File: config.mk
export PLATFORM = sky130hd
export DESIGN_NAME = tsae_ctrl
export DESIGN_NICKNAME = d
export VERILOG_FILES = /design/src/tsae_pkg.sv /design/src/tsae_ctrl.sv
export SDC_FILE = /design/constraint.sdc
export NUM_CORES = 1
export LEC_CHECK = 0
export BUFFER_PORTS_ARGS = -buffer_cell sky130_fd_sc_hd__buf_2
export CAP_MARGIN = 0
export CORE_AREA = 4 4 41 43
export CTS_BUF_LIST = sky130_fd_sc_hd__clkbuf_4
export CTS_CLUSTER_DIAMETER = 80
export DETAILED_ROUTE_END_ITERATION = 12
export DIE_AREA = 0 0 45 47
export GPL_TIMING_DRIVEN = 0
export PLACE_DENSITY = 0.58
export SYNTH_ARGS = -nofsm -noshare
export SYNTH_HDL_FRONTEND = slang
export SYNTH_SLANG_ARGS = --single-unit
File: constraint.sdc
create_clock -name clk -period 1.1 [get_ports clk]
set_input_delay 0.055 -clock clk [delete_from_list [all_inputs] [get_ports clk]]
set_output_delay 0.055 -clock clk [all_outputs]
set_load 0.02 [all_outputs]
File: src/tsae_pkg.sv
// Shared types, codes and element-type helpers for the typed shift array engine.
`timescale 1ns / 1ps

package tsae_pkg;

    localparam int TSAE_DEPTH = 256;
    localparam int CNT_W      = 17;
    localparam int POS_W      = 16;
    localparam int VAL_W      = 64;
    localparam int APB_AW     = 3;
    localparam int APB_DW     = 32;

    // Request kinds
    localparam logic [2:0] KIND_GET    = 3'd0;
    localparam logic [2:0] KIND_SET    = 3'd1;
    localparam logic [2:0] KIND_INSERT = 3'd2;
    localparam logic [2:0] KIND_REMOVE = 3'd3;
    localparam logic [2:0] KIND_POP    = 3'd4;
    localparam logic [2:0] KIND_TAIL   = 3'd5;
    localparam logic [2:0] KIND_CLEAR  = 3'd6;

    // Element types
    localparam logic [3:0] TYPE_INT8   = 4'd0;
    localparam logic [3:0] TYPE_UINT8  = 4'd1;
    localparam logic [3:0] TYPE_INT16  = 4'd2;
    localparam logic [3:0] TYPE_UINT16 = 4'd3;
    localparam logic [3:0] TYPE_INT32  = 4'd4;
    localparam logic [3:0] TYPE_UINT32 = 4'd5;
    localparam logic [3:0] TYPE_INT64  = 4'd6;
    localparam logic [3:0] TYPE_UINT64 = 4'd7;
    localparam logic [3:0] TYPE_FLOAT  = 4'd8;
    localparam logic [3:0] TYPE_DOUBLE = 4'd9;

    // Result status codes
    localparam logic [1:0] STATUS_OK   = 2'd0;
    localparam logic [1:0] STATUS_BAD  = 2'd1;
    localparam logic [1:0] STATUS_FULL = 2'd2;

    // Register index of the element type register
    localparam logic REG_ELEMENT_TYPE = 1'b0;

    typedef struct packed {
        logic [2:0]       kind;
        logic [POS_W-1:0] position;
        logic [VAL_W-1:0] value_in;
    } req_t;

    typedef struct packed {
        logic [VAL_W-1:0] value_out;
        logic [1:0]       status;
        logic [CNT_W-1:0] count;
    } res_t;

    typedef enum logic [1:0] {
        ST_IDLE,
        ST_EXEC,
        ST_READ,
        ST_SHIFT
    } state_t;

    typedef enum logic [3:0] {
        PLAN_BAD,
        PLAN_FULL,
        PLAN_GET,
        PLAN_SET,
        PLAN_INSERT,
        PLAN_REMOVE,
        PLAN_POP,
        PLAN_TAIL,
        PLAN_CLEAR
    } plan_t;

    typedef enum logic [1:0] {
        CNT_HOLD,
        CNT_INC,
        CNT_DEC,
        CNT_CLEAR
    } cnt_op_t;

    typedef struct packed {
        logic    latch;
        logic    rd_issue;
        logic    rd_tail;
        logic    shift_init;
        logic    shift_step;
        logic    wr_value;
        cnt_op_t cnt_op;
        logic    finish;
    } ctrl_cmd_t;

    typedef struct packed {
        plan_t plan;
        logic  shift_done;
    } dp_status_t;

    function automatic logic [VAL_W-1:0] truncate_value(input logic [VAL_W-1:0] v,
                                                        input logic [3:0] t);
        logic [VAL_W-1:0] r;
        unique case (t)
            TYPE_INT8, TYPE_UINT8:                r = {56'd0, v[7:0]};
            TYPE_INT16, TYPE_UINT16:              r = {48'd0, v[15:0]};
            TYPE_INT32, TYPE_UINT32, TYPE_FLOAT:  r = {32'd0, v[31:0]};
            default:                              r = v;
        endcase
        return r;
    endfunction

    function automatic logic [VAL_W-1:0] extend_value(input logic [VAL_W-1:0] v,
                                                      input logic [3:0] t);
        logic [VAL_W-1:0] r;
        unique case (t)
            TYPE_INT8:                r = {{56{v[7]}}, v[7:0]};
            TYPE_UINT8:               r = {56'd0, v[7:0]};
            TYPE_INT16:               r = {{48{v[15]}}, v[15:0]};
            TYPE_UINT16:              r = {48'd0, v[15:0]};
            TYPE_INT32:               r = {{32{v[31]}}, v[31:0]};
            TYPE_UINT32, TYPE_FLOAT:  r = {32'd0, v[31:0]};
            default:                  r = v;
        endcase
        return r;
    endfunction

endpackage

File: src/tsae_ctrl.sv
// Controller state machine that sequences each request through the datapath.
`timescale 1ns / 1ps

module tsae_ctrl
    import tsae_pkg::*;
(
    input  logic       clk,
    input  logic       rst_n,
    input  logic       start,
    output logic       busy,
    input  dp_status_t dp_status,
    output ctrl_cmd_t  cmd
);

    state_t state_reg;
    state_t state_next;

    always_ff @(posedge clk or negedge rst_n)
    begin
        if (!rst_n)
        begin
            state_reg <= ST_IDLE;
        end
        else
        begin
            state_reg <= state_next;
        end
    end

    always_comb
    begin
        state_next = state_reg;
        cmd        = '0;
        cmd.cnt_op = CNT_HOLD;
        busy       = (state_reg != ST_IDLE);

        unique case (state_reg)
            ST_IDLE:
            begin
                if (start)
                begin
                    cmd.latch  = 1'b1;
                    state_next = ST_EXEC;
                end
            end

            ST_EXEC:
            begin
                unique case (dp_status.plan)
                    PLAN_GET:
                    begin
                        cmd.rd_issue = 1'b1;
                        state_next   = ST_READ;
                    end
                    PLAN_POP, PLAN_TAIL:
                    begin
                        cmd.rd_issue = 1'b1;
                        cmd.rd_tail  = 1'b1;
                        state_next   = ST_READ;
                    end
                    PLAN_SET:
                    begin
                        cmd.wr_value = 1'b1;
                        cmd.finish   = 1'b1;
                        state_next   = ST_IDLE;
                    end
                    PLAN_INSERT, PLAN_REMOVE:
                    begin
                        cmd.shift_init = 1'b1;
                        state_next     = ST_SHIFT;
                    end
                    PLAN_CLEAR:
                    begin
                        cmd.cnt_op = CNT_CLEAR;
                        cmd.finish = 1'b1;
                        state_next = ST_IDLE;
                    end
                    default:
                    begin
                        cmd.finish = 1'b1;
                        state_next = ST_IDLE;
                    end
                endcase
            end

            ST_READ:
            begin
                cmd.finish = 1'b1;
                if (dp_status.plan == PLAN_POP)
                begin
                    cmd.cnt_op = CNT_DEC;
                end
                state_next = ST_IDLE;
            end

            ST_SHIFT:
            begin
                if (dp_status.shift_done)
                begin
                    // The write port is free once the last moved element has landed.
                    cmd.finish = 1'b1;
                    if (dp_status.plan == PLAN_INSERT)
                    begin
                        cmd.wr_value = 1'b1;
                        cmd.cnt_op   = CNT_INC;
                    end
                    else
                    begin
                        cmd.cnt_op = CNT_DEC;
                    end
                    state_next = ST_IDLE;
                end
                else
                begin
                    cmd.shift_step = 1'b1;
                end
            end

            default:
            begin
                state_next = ST_IDLE;
            end
        endcase
    end

endmodule

# After elaboration in Yosys (flattened, before gate mapping)
# Cells that the tools add are included.
# word_totals
reg_bits	2
latchBits	0
mem_bits_rw	0
romBits	0
input_bits	8
output_inout_bits	10
wordCells	41
memories	0
# classes
n_addsub	0
multipliers	0
n_div	0
magnitude_cmp	0
eq_ne	12
shifts	0
muxes	21
n_bitwise	0
n_reduce_logical	7
# ops
op	count
equality test 4 x 3 -> 1 bit (second input constant)	4
two-way mux 1 bit	10
two-way mux 2 bit	5
one-hot mux 3 bit (3 select lines)	1
equality test 4 x 2 -> 1 bit (second input constant)	2
one-hot mux 2 bit (4 select lines)	1
OR reduction 5 bit	1
equality test 2 bit (second input constant)	2
equality test 4 bit (second input constant)	1
two-way mux 4 bit	1
inequality test 2 bit (second input constant)	2
one-hot mux 2 bit (2 select lines)	1
OR reduction 2 bit	2
two-way mux 3 bit	1
OR reduction 3 bit	1
equality test 2 x 1 -> 1 bit (second input constant)	1
zero test 2 bit	1
one-hot mux 1 bit (2 select lines)	1
AND reduction 2 bit	1
nonzero test 2 bit	1

# Logic depth before layout (Yosys ltp)
# logic_depth
depth_word	4
ltp_mapped	4
depth_no_buf	3

# Worst setup path after synthesis
# No wires, ideal clock.
# synth_timing
path_kind	register to output
start	reg state_reg[1]
end	out cmd[3] in the netlist's numbering
t_arrival_ns	1.349
t_required_ns	1.045
slack_ns	-0.304
path_stages_with_launch	5
n_path_buf	1
path_cell_list	dfrtp_1 > buf_6 > and4bb_2 > a41oi_1 > nor3b_1
# synth_rtl
element	line	source
start: declaration	tsae_ctrl.sv:15	state_t state_reg;
start signal: assignment	tsae_ctrl.sv:26	state_reg <= state_next;
end: declaration	tsae_ctrl.sv:12	output ctrl_cmd_t cmd

==> results by group <==
Placed design
  • Cell total after placement: 70
  • Routability Congestion: 0.696
  • Worst-case setup slack after placement: -0.192 ns
  • Port buffer count: 16

Logic synthesis
  • Area contributors post-synth: sky130_fd_sc_hd__dfrtp_1 (17%), sky130_fd_sc_hd__nor2b_1 (6.3%), sky130_fd_sc_hd__nor2_1 (5.0%)
  • Post-synthesis cell type count: 29
  • Most frequent cells after synthesis: sky130_fd_sc_hd__nor2_1 (4), sky130_fd_sc_hd__nor2b_1 (3)
  • Predominant post-synthesis flop cell: sky130_fd_sc_hd__dfrtp_1
  • Share of async-settable or async-resettable flops after synthesis: 100%
  • Netlist area before placement: 299 um^2
  • Library cell occupying the most area in the post-synthesis netlist: sky130_fd_sc_hd__dfrtp_1
  • Seq/Total Area, Yosys: 16.7%
  • Most common cell in the netlist: sky130_fd_sc_hd__nor2_1
  • Post-synthesis net count: 47
  • Synthesis-stage register bit count: 2
  • Total of warnings raised by yosys: 0
  • Post-Syn Area per Cell: 7.67 um^2
  • Cell count after synthesis: 39
  • Share of the synthesized area in the top cell type: 16.7%
  • Count of flip-flops with a built-in enable after synthesis: 0

Drt
  • First DRT Iteration DRCs: 2
  • Via count: 397
  • DRC violation count after routing: 0
  • Avg Vias per Cell: 4.84
  • M1 wire length: 401 um
  • Top layer reached by signal wires: met4
  • Remaining number of nets flagged by the antenna check after routing: 0
  • DR WL met2: 501 um
  • Total wirelength of the detailed-routed design: 1010 um
  • Pre-Repair DR Iteration Count: 5
  • Average wire per standard cell: 12.3 um
  • Met3 wire length: 59 um

CTS
  • Maximum number of buffers from clock root to sink: 2
  • Number of buffers created by CTS: 3
  • Skew-Pair Late Insertion Delay: 0.23 ns
  • Clock Tree Root: sky130_fd_sc_hd__clkbuf_4
  • Maximum level of the CTS H-tree: 1
  • # clock sinks: 2
  • Reg clk slew, reported paths: 0.04 ns
  • Clock tree from TritonCTS: built

Floorplanning
  • # rows: 13
  • Ports placed on the boundary: 18
  • Floorplan die width: 45 um
  • Die ar.: 0.00212 mm^2
  • Core Box Area: 0.00130 mm^2
  • Initial Utilization: 23.0%
  • Vertical die dimension: 47 um

STA
  • Peak Freq: 649 MHz
  • Final-report max-slew violation count: 0
  • Fraction of the cycle the final worst path needs: 140%
  • Slew of the pin with the lowest slew margin: 0.246 ns
  • Setup WS post-layout: -0.441 ns
  • Number of endpoints with negative hold slack in the final report: 0
  • Finish-stage setup viols: 11
  • Summed negative setup slack over all endpoints: -2.89 ns
  • Final period demand of the worst path: 1.54 ns
  • Clock Skew: 0.00994 ns
  • Unrepaired setup endpoints after global routing: true
  • Slew headroom: 83.5%

Global route
  • Number of antenna violations at the first check in global routing: 0
  • Maximum number of pins on one net before global-route repair: 11
  • Number of global-route vias before repair: 424
  • Remaining global-route overflow: 0
  • Tot GR Track Use: 11.7%
  • Wire length of the first global-routing pass: 1730 um

Cells and area
  • Fraction of layout cells with a size suffix above 1: 64.2%
  • Utilization after layout: 47.4%
  • NumNets Final: 77
  • Antenna diodes: 0
  • Number of flip-flops in the largest register: 2
  • Area overhead of the layout relative to synthesis: 106%
  • Non-filler cells in the finished layout: 82

Status
  • Outcome: complete, but fails checks
  • Violated checks: setup timing

Critical path
  • Data required time at the worst endpoint: 1.04 ns
  • Crit path max fanout: 6
  • Critical path startpoint category: flip-flop
  • Kind of end point of the critical path: output pin
  • Arrival time at the worst endpoint: 1.49 ns
  • Path type of the worst setup path: flip-flop to output pin
  • Cell depth of the worst flop-to-flop path: 5

Pwr
  • Leak pwr: 0.277 nW
  • Highest ir drop seen on vdd: 0.584 mV
  • Power density over cell area: 1020 mW/mm^2

Job
  • Number of max-cap violations: 0

Hold path
  • Type of the worst min-delay path: input pin to asynchronous set/reset pin
-- what timing repair did --
| action | 4_1_cts | 5_1_grt |
|---|---|---|
| pin swaps | 5 | 3 |
| endpoints found under the hold margin | 2 | 0 |
| setup buffers | 8 | 0 |
| resized for setup | 26 | 4 |
| hold buffers | 1 | 0 |
| endpoints found under the setup margin | 10 | 12 |
-- critical path: stages, from the launching register on --
cell	delay (ns)
sky130_fd_sc_hd__dfrtp_1	0.38
sky130_fd_sc_hd__buf_6	0.13
sky130_fd_sc_hd__or3b_1	0.36
sky130_fd_sc_hd__o21ai_1	0.09
sky130_fd_sc_hd__and3_4	0.19
sky130_fd_sc_hd__buf_6	0.11
-- cells in the final DEF (no fill, tap or decap), types with 2 or more instances in the layout --
cell type                  netlist  final
sky130_fd_sc_hd__o21ai_1         1      2
sky130_fd_sc_hd__nand3_1         2      2
sky130_fd_sc_hd__buf_4           1      8
sky130_fd_sc_hd__nor2_1          4      2
sky130_fd_sc_hd__clkbuf_4        0      3
sky130_fd_sc_hd__and2_1          2      2
sky130_fd_sc_hd__buf_2           0      6
sky130_fd_sc_hd__buf_6           1     12
sky130_fd_sc_hd__nor2b_1         3      3
sky130_fd_sc_hd__nor2_4          0      2
sky130_fd_sc_hd__nor3b_2         0      2
-- final timing paths --
check	start	slack (ns)	end
max	state_reg[1]	-0.44	cmd[1]
min	rst_n	0.14	state_reg[1]
max reg2reg	state_reg[1]	-0.03	state_reg[0]
min reg2reg	state_reg[0]	0.62	state_reg[1]
max in group asynchronous	rst_n	0.85	state_reg[0]
min in group clk	dp_status[0]	0.18	state_reg[1]
-- power by group --
group / switching [W] / total, W / internal [W]
registers: 0.0000144 / 0.0000991 / 0.0000847
logic: 0.000156 / 0.000356 / 0.000200
clock network: 0.0000502 / 0.000171 / 0.000121
total: 0.000221 / 0.000627 / 0.000406
-- metrics by stage --
stage	total power (W)	cell area, um^2	hold WS (ns)
global route	0.000675	617	0.155
global placement	0.000310	430	-0.161
floorplan	0.000245	332	-0.241
finish	0.000627	617	0.138
CTS	0.000629	602	0.128
detailed placement	0.000311	430	-0.159
-- area by class of cell --
cell class | count | area, um^2
multi-input cells | 34 | 285
plain buffers | 2 | 18.8
inverters | 1 | 3.75
clock buffers | 3 | 22.5
fillers | 131 | 684
well taps | 15 | 18.8
flip-flops and latches | 2 | 51.3
repair buffers | 25 | 216
-- kinds of logic (layout without fill, tap and decap cells) --
family                 after synthesis  after routing  synth area share, %
AOI/OAI and AO/OA                    9              9                 21.3
buffers and inverters                3             31                 7.53
DFF                                  2              2                 16.7
and+or+nand+nor                     25             25                 54.4
-- per-layer routing --
metal / vias up / track usage, %
met5: - / 0
met4: 0 / 12.9
met3: 7 / 3.45
met2: 16 / 18.9
met1: 174 / 11.3
li1: 200 / -
No activity file was read; power rests on OpenSTA's default activity.
